### src/sv/sbnsod_pkg.sv
// shared types and constants for the slot buffer (serve newest, drop oldest)
// no dependencies; used by the controller, the datapath and the top level
package sbnsod_pkg;

  localparam int SLOTS = 8;
  localparam int IDX_W = (SLOTS > 1) ? $clog2(SLOTS) : 1;
  localparam int CNT_W = $clog2(SLOTS + 1);

  // operation codes carried in the input tuser
  localparam logic [1:0] KIND_PUT      = 2'd0;
  localparam logic [1:0] KIND_POP_NEW  = 2'd1;
  localparam logic [1:0] KIND_POP_OLD  = 2'd2;

  // result status codes carried in the output tuser
  localparam logic [1:0] ST_OK         = 2'd0;
  localparam logic [1:0] ST_PUT_FULL   = 2'd1;
  localparam logic [1:0] ST_POP_EMPTY  = 2'd2;

  typedef enum logic [1:0] {
    S_IDLE,
    S_SCAN,
    S_DRAIN,
    S_COMMIT
  } state_t;

  // controller to datapath
  typedef struct packed {
    logic accept;   // capture the request and restart the scan
    logic scan;     // read the slot at the scan index and advance
    logic commit;   // update the slots and load the result register
  } cmd_t;

  // datapath to controller
  typedef struct packed {
    logic scan_last;  // scan index is at the last slot
    logic out_busy;   // result register holds a result not yet taken
  } stat_t;

endpackage

### src/sv/sbnsod_ctrl.sv
// controller state machine for the slot buffer
// depends on sbnsod_pkg; drives the datapath through cmd_t, reads stat_t
module sbnsod_ctrl (
  input  logic                clk,
  input  logic                rst,
  input  logic                s_tvalid,
  output logic                s_tready,
  input  sbnsod_pkg::stat_t   stat,
  output sbnsod_pkg::cmd_t    cmd
);
  import sbnsod_pkg::*;

  state_t state, state_next;

  always_ff @(posedge clk) begin
    if (rst) begin
      state <= S_IDLE;
    end else begin
      state <= state_next;
    end
  end

  always_comb begin
    state_next = state;
    s_tready   = 1'b0;
    cmd        = '0;
    unique case (state)
      S_IDLE: begin
        s_tready = 1'b1;
        if (s_tvalid) begin
          cmd.accept = 1'b1;
          state_next = S_SCAN;
        end
      end
      S_SCAN: begin
        cmd.scan = 1'b1;
        if (stat.scan_last) begin
          state_next = S_DRAIN;
        end
      end
      // last read slot is compared here
      S_DRAIN: begin
        state_next = S_COMMIT;
      end
      S_COMMIT: begin
        if (!stat.out_busy) begin
          cmd.commit = 1'b1;
          state_next = S_IDLE;
        end
      end
      default: begin
        state_next = S_IDLE;
      end
    endcase
  end

endmodule

### src/sv/sbnsod_dp.sv
// datapath for the slot buffer: slot storage, scan compare, result register
// depends on sbnsod_pkg; controlled by sbnsod_ctrl through cmd_t
module sbnsod_dp (
  input  logic               clk,
  input  logic               rst,
  input  sbnsod_pkg::cmd_t   cmd,
  output sbnsod_pkg::stat_t  stat,
  input  logic [63:0]        s_tdata,
  input  logic [1:0]         s_tuser,
  output logic               m_tvalid,
  input  logic               m_tready,
  output logic [71:0]        m_tdata,
  output logic [1:0]         m_tuser
);
  import sbnsod_pkg::*;

  // slot storage
  logic [31:0]      mem_time [SLOTS];
  logic [31:0]      mem_tag  [SLOTS];
  logic [SLOTS-1:0] used;
  logic [CNT_W-1:0] count;

  // captured request
  logic [1:0]       op_kind;
  logic [31:0]      op_time;
  logic [31:0]      op_tag;

  // scan pipeline
  logic [IDX_W-1:0] scan_idx;
  logic             rd_vld;
  logic             rd_used;
  logic [IDX_W-1:0] rd_idx;
  logic [31:0]      rd_time;
  logic [31:0]      rd_tag;

  // best candidate so far
  logic             best_valid;
  logic [IDX_W-1:0] best_idx;
  logic [31:0]      best_time;
  logic [31:0]      best_tag;
  logic             better;

  // lowest free slot
  logic             free_found;
  logic [IDX_W-1:0] free_idx;

  // result register
  logic [1:0]       out_status;
  logic             out_pv;
  logic [31:0]      out_time;
  logic [31:0]      out_tag;
  logic             out_full;
  logic             out_empty;

  logic [1:0]       res_status;
  logic             res_pv;
  logic [31:0]      res_time;
  logic [31:0]      res_tag;
  logic [CNT_W-1:0] count_next;
  logic [SLOTS-1:0] used_next;
  logic             do_write;

  assign stat.scan_last = (scan_idx == IDX_W'(SLOTS - 1));
  assign stat.out_busy  = m_tvalid && !m_tready;

  always_comb begin
    free_found = 1'b0;
    free_idx   = '0;
    for (int i = SLOTS - 1; i >= 0; i--) begin
      if (!used[i]) begin
        free_found = 1'b1;
        free_idx   = IDX_W'(i);
      end
    end
  end

  always_comb begin
    if (op_kind == KIND_POP_NEW) begin
      better = rd_time > best_time;
    end else begin
      better = rd_time < best_time;
    end
  end

  // result and next state of the slots for the captured request
  always_comb begin
    res_status = ST_OK;
    res_pv     = 1'b0;
    res_time   = '0;
    res_tag    = '0;
    count_next = count;
    used_next  = used;
    do_write   = 1'b0;
    case (op_kind)
      KIND_PUT: begin
        if (free_found) begin
          do_write            = 1'b1;
          used_next[free_idx] = 1'b1;
          count_next          = count + CNT_W'(1);
        end else begin
          res_status = ST_PUT_FULL;
        end
      end
      KIND_POP_NEW, KIND_POP_OLD: begin
        if (best_valid) begin
          res_pv              = 1'b1;
          res_time            = best_time;
          res_tag             = best_tag;
          used_next[best_idx] = 1'b0;
          count_next          = count - CNT_W'(1);
        end else begin
          res_status = ST_POP_EMPTY;
        end
      end
      default: begin
      end
    endcase
  end

  // slot arrays: one write and one registered read
  always_ff @(posedge clk) begin
    if (cmd.commit && do_write) begin
      mem_time[free_idx] <= op_time;
      mem_tag[free_idx]  <= op_tag;
    end
    if (cmd.scan) begin
      rd_time <= mem_time[scan_idx];
      rd_tag  <= mem_tag[scan_idx];
    end
  end

  // payload registers
  always_ff @(posedge clk) begin
    if (cmd.accept) begin
      op_kind <= s_tuser;
      op_time <= s_tdata[31:0];
      op_tag  <= s_tdata[63:32];
    end
    if (cmd.scan) begin
      rd_used <= used[scan_idx];
      rd_idx  <= scan_idx;
    end
    if (rd_vld && rd_used && (!best_valid || better)) begin
      best_idx  <= rd_idx;
      best_time <= rd_time;
      best_tag  <= rd_tag;
    end
    if (cmd.commit) begin
      out_status <= res_status;
      out_pv     <= res_pv;
      out_time   <= res_time;
      out_tag    <= res_tag;
      out_full   <= (count_next == CNT_W'(SLOTS));
      out_empty  <= (count_next == '0);
    end
  end

  // control registers
  always_ff @(posedge clk) begin
    if (rst) begin
      used       <= '0;
      count      <= '0;
      scan_idx   <= '0;
      rd_vld     <= 1'b0;
      best_valid <= 1'b0;
      m_tvalid   <= 1'b0;
    end else begin
      rd_vld <= cmd.scan;
      if (cmd.accept) begin
        scan_idx   <= '0;
        best_valid <= 1'b0;
      end else if (cmd.scan) begin
        scan_idx <= scan_idx + IDX_W'(1);
      end
      if (rd_vld && rd_used) begin
        best_valid <= 1'b1;
      end
      if (cmd.commit) begin
        used     <= used_next;
        count    <= count_next;
        m_tvalid <= 1'b1;
      end else if (m_tready) begin
        m_tvalid <= 1'b0;
      end
    end
  end

  assign m_tuser = out_status;
  assign m_tdata = {5'b0, out_empty, out_full, out_tag, out_time, out_pv};

endmodule

### src/sv/slot_buffer_newest_serve_oldest_drop.sv
// top level of the slot buffer that serves the newest and drops the oldest
// depends on sbnsod_pkg, sbnsod_ctrl and sbnsod_dp
//
// The buffer keeps up to SLOTS (8) requests, each a 32-bit arrival time and
// a 32-bit tag. A put (kind 0) stores into the lowest free slot, or is
// dropped with status 1 when all slots are used. A serve pop (kind 1) takes
// the request with the latest time, a deny pop (kind 2) the one with the
// earliest time; ties go to the lowest slot, and a pop on an empty buffer
// returns status 2. Kind 3 does nothing. Each request yields exactly one
// result carrying the removed request (zeros if none) and the full and empty
// flags after the operation. One request is handled at a time: a new request
// is accepted only after the previous one has committed. The scan reads one
// slot per cycle from the slot memory; then a drain state does the last
// compare and a commit state updates the slots and loads the result
// register. The result sits in an output register, so the next request is
// taken while it waits; that request then holds in its commit state until
// the output frees.
module slot_buffer_newest_serve_oldest_drop (
  input  logic        clk,
  input  logic        rst,
  input  logic        s_tvalid,
  output logic        s_tready,
  input  logic [63:0] s_tdata,   // arrival_time [31:0], request_tag [63:32]
  input  logic [1:0]  s_tuser,   // kind [1:0]
  output logic        m_tvalid,
  input  logic        m_tready,
  output logic [71:0] m_tdata,   // popped_valid [0], popped_time [32:1],
                                 // popped_tag [64:33], is_full [65],
                                 // is_empty [66], zero [71:67]
  output logic [1:0]  m_tuser    // status [1:0]
);
  import sbnsod_pkg::*;

  cmd_t  cmd;
  stat_t stat;

  // sequencer: idle, scan all slots, drain the compare, commit
  sbnsod_ctrl u_ctrl (
    .clk      (clk),
    .rst      (rst),
    .s_tvalid (s_tvalid),
    .s_tready (s_tready),
    .stat     (stat),
    .cmd      (cmd)
  );

  // slot storage, min / max search and the result register
  sbnsod_dp u_dp (
    .clk      (clk),
    .rst      (rst),
    .cmd      (cmd),
    .stat     (stat),
    .s_tdata  (s_tdata),
    .s_tuser  (s_tuser),
    .m_tvalid (m_tvalid),
    .m_tready (m_tready),
    .m_tdata  (m_tdata),
    .m_tuser  (m_tuser)
  );

endmodule
### config.mk
export PLATFORM = sky130hd
export DESIGN_NAME = slot_buffer_newest_serve_oldest_drop
export DESIGN_NICKNAME = d
export VERILOG_FILES = /design/src/sv/sbnsod_pkg.sv /design/src/sv/sbnsod_ctrl.sv /design/src/sv/sbnsod_dp.sv /design/src/sv/slot_buffer_newest_serve_oldest_drop.sv
export SDC_FILE = /design/constraint.sdc
export NUM_CORES = 1
export LEC_CHECK = 0
export BUFFER_PORTS_ARGS = -buffer_cell sky130_fd_sc_hd__buf_2
export CORE_ASPECT_RATIO = 0.8
export CORE_MARGIN = 4
export CORE_UTILIZATION = 60
export DETAILED_ROUTE_END_ITERATION = 7
export GPL_TIMING_DRIVEN = 0
export PLACE_DENSITY_LB_ADDON = 0.08
export REMOVE_ABC_BUFFERS = 1
export SLEW_MARGIN = 0
export SYNTH_ARGS = -nofsm -noshare
export SYNTH_HDL_FRONTEND = slang
export SYNTH_SLANG_ARGS = --single-unit
### constraint.sdc
create_clock -name clk -period 14.45 [get_ports clk]
set_input_delay 1.445 -clock clk [delete_from_list [all_inputs] [get_ports clk]]
set_output_delay 1.445 -clock clk [all_outputs]
set_load 0.005 [all_outputs]
==> reports/qor.json <==
{
  "floorplanning": {
    "die_w_um": 258,
    "io-pin-count": 146,
    "die_area_sq_um": 53600,
    "std_cell_rows": 72,
    "floorplan.initialDensity_pct": 61.3,
    "design.core.area_sq_um": 48800,
    "die_height_um": 208
  },
  "yosys": {
    "synth.lib_cells_used.distinct": 62,
    "yosysWarnings": 0,
    "leading_post_synthesis_cells_by_cell_area": "sky130_fd_sc_hd__edfxtp_1 (78%), sky130_fd_sc_hd__mux4_2 (9.8%), sky130_fd_sc_hd__mux2_2 (2.4%), sky130_fd_sc_hd__ha_1 (1.8%), sky130_fd_sc_hd__dfxtp_1 (1.3%)",
    "netlist_area_sq_um": 29900,
    "ys_seq_elements": 802,
    "synth_enable_flop_cells": 782,
    "synth_top_area_cell": "sky130_fd_sc_hd__edfxtp_1",
    "post-synth-top-area-fraction_pct": 78.4,
    "post_synth_inst_count": 1395,
    "postSynthAreaPerCell_sq_um": 21.5,
    "ys_async_sr_fraction_pct": 0,
    "synth-seq-area-share_pct": 79.8,
    "primary_flip_flop_cell_chosen_by_synthesis_mapping": "sky130_fd_sc_hd__edfxtp_1"
  },
  "global_routing": {
    "grtUsageTotal_pct": 22.3,
    "vias_in_the_first_global_route": 14300,
    "globalRouteOverflowTotal": 0,
    "initial_antenna_violation_count": 2,
    "pin_count_of_the_biggest_net_entering_global_routing": 57,
    "wire_length_of_the_first_global_routing_pass_um": 89000
  },
  "worst_setup_path": {
    "worst-endpoint-required_ns": 14.76,
    "worst-setup-path-type": "flip-flop to flip-flop",
    "critical_path.startpoint_type": "flip-flop",
    "crit_arrival_ns": 3.75,
    "critPathMostFrequentCell": "sky130_fd_sc_hd__buf_12",
    "critPathMaxStageDelay_ns": 0.53,
    "crit_fanout": 22,
    "crit_path_top_delay_cell": "sky130_fd_sc_hd__a31oi_4",
    "timing.critical_path.cells": "ha_1 -> nand4_1 -> nor4_2 -> nand2_1 -> a31oi_1 -> o211ai_1 -> a31oi_4 -> buf_12 -> buf_12",
    "setup.worst_path.end_class": "flip-flop"
  },
  "final_layout": {
    "most-common-layout-cells": "sky130_fd_sc_hd__edfxtp_1 (782), sky130_fd_sc_hd__buf_2 (140), sky130_fd_sc_hd__mux4_2 (130)",
    "n_fill_cell": 2986,
    "drive_gt1_share_pct": 30.9,
    "area_growth_syn_to_layout_pct": 15.4,
    "num_antenna_cells": 0,
    "stdcell_area_sq_um": 34600,
    "nNetsFinal": 1708,
    "final_common_cell": "sky130_fd_sc_hd__edfxtp_1",
    "final_cell_count_no_fill": 2319
  },
  "sta": {
    "setup_viol_count_final": 0,
    "maxSlewHeadroom_pct": 35.3,
    "finalHoldViolations": 0,
    "min_period_over_period_pct": 23.8,
    "worst-slew-pin-transition_ns": 0.969,
    "slew_viol_final": 0,
    "grt_setup_unrepaired": "false",
    "fin_skew_ns": 0.0215,
    "layout_min_cycle_time_ns": 3.45,
    "total_negative_setup_slack_ns": 0,
    "finalHoldWorstSlack_ns": 0.411,
    "fmax_mhz": 290
  },
  "drt": {
    "drt-pass1-iter-count": 5,
    "drt_first_iter_violations": 1231,
    "avgViaCountPerCell": 5.98,
    "via_count": 13900,
    "drc_errors": 0,
    "wl_per_instance_um": 25.2,
    "detail-route-antenna-nets": 0,
    "route.final.wire_length_um": 58400
  },
  "cts": {
    "clkSlewWorstSetupHoldPaths_ns": 0.06,
    "cts-buffers-inserted": 75,
    "clock_tree.root_cell": "sky130_fd_sc_hd__clkbuf_16",
    "cts_max_path_buffers": 3,
    "post_cts.repair.setup_buffers": 0,
    "htreeDepth": 3,
    "cts_tree": "built",
    "post_cts_resize_count": 0,
    "cts_sinks": 802,
    "cts_hold_buffers": 0,
    "worst_skew_pair.late_latency_ns": 0.62
  },
  "run_status": {
    "outcome": "complete, no violations"
  },
  "placed_design": {
    "gp_congestion": 0.747,
    "place_inst": 2184,
    "dpl_cell_area_sq_um": 32200,
    "place.detailed.hpwl_um": 33500,
    "io_buffers": 140
  },
  "power": {
    "cellLeakagePower_uw": 0.0114,
    "power-per-cell-area_nw_per_um2": 164,
    "ir_drop_v": 0.000118
  },
  "min_path": {
    "hold_class": "flip-flop to flip-flop"
  },
  "job": {
    "max_cap_viol_count": 0
  }
}
registers in the layout (all words and copies together) (netlist names), 3 cells and up:
name and cells:
u_dp.mem_tag 256, u_dp.used 8, u_dp.best_time 32, u_dp.op_tag 32, u_dp.scan_idx 3, u_dp.count 4, u_dp.rd_time 32, u_dp.op_time 32
u_dp.out_tag 32, u_dp.best_tag 32, u_dp.out_time 32, u_dp.rd_tag 32, u_dp.best_idx 3, u_dp.mem_time 256, u_dp.rd_idx 3
metrics by stage:
step,power (uW),utilization (%),setup slack (ns)
2_1_floorplan,3580,-,7.83
3_3_place_gp,3880,63.9,4.67
3_5_place_dp,3830,65.9,10.59
4_1_cts,5740,70.8,10.98
5_1_grt,5920,70.8,10.84
6_report,5680,70.8,11.00
routing by layer:
layer	vias up	share of wire [%]	global-route usage, %
met5	-	0	0
met4	0	2.1	5.85
met3	83	5.7	3.87
met2	460	49	35.9
met1	7278	43	32.5
li1	6043	-	-
logic make-up after synthesis:
group	Yosys count	synth area share, %
simple gates	178	3.06
buf+inv	105	1.49
fa+ha+maj	43	1.80
compound gates	64	1.42
flops	802	79.8
other cells	1	0.0125
mux	200	12.4
xor+xnor	2	0.0585
path summary, 6_finish.rpt:
kind / from / endpoint / slack, ns / cells after the start
max: u_dp.rd_time[30] / u_dp.best_tag[12] / 11.00 / 9
min: u_dp.rd_tag[2] / u_dp.best_tag[2] / 0.41 / 0
max reg2reg: u_dp.rd_time[30] / u_dp.best_tag[12] / 11.00 / 9
min reg2reg: u_dp.rd_tag[2] / u_dp.best_tag[2] / 0.41 / 0
where the power goes:
| part | switching, uW | internal (uW) | total [uW] |
|---|---|---|---|
| clock | 821 | 1090 | 1910 |
| combinational | 410 | 339 | 749 |
| sequential | 140 | 2890 | 3030 |
critical path, delay by kind of cell (launching register included):
kind                     cells  cell delay (ns)
adder cells (fa/ha/maj)      1             0.33
AND/OR/NAND/NOR              3             0.87
AO/OA/AOI/OAI                3             1.03
buffers and inverters        2             0.47
flip-flops                   1             0.40
cells in the mapped netlist, drive strengths merged (11+ instances only):
| master | number |
|---|---|
| inv | 45 |
| buf | 31 |
| and3 | 33 |
| nand2 | 27 |
| nor2 | 68 |
| mux4 | 130 |
| o21ai | 11 |
| a21oi | 23 |
| edfxtp | 782 |
| dfxtp | 20 |
| ha | 43 |
| clkbuf | 29 |
| mux2 | 65 |
final cells by class:
type,count,area [sq um],share of cell area (%)
Inverter,45,169,0.489
Timing Repair Buffer,179,1560,4.53
Multi-Input combinational cell,492,5730,16.6
Tap cell,666,833,2.41
Sequential cell,802,23900,69.1
Clock buffer,90,1980,5.72
Clock inverter,45,395,1.14
Power figures use the tool's default switching activity.
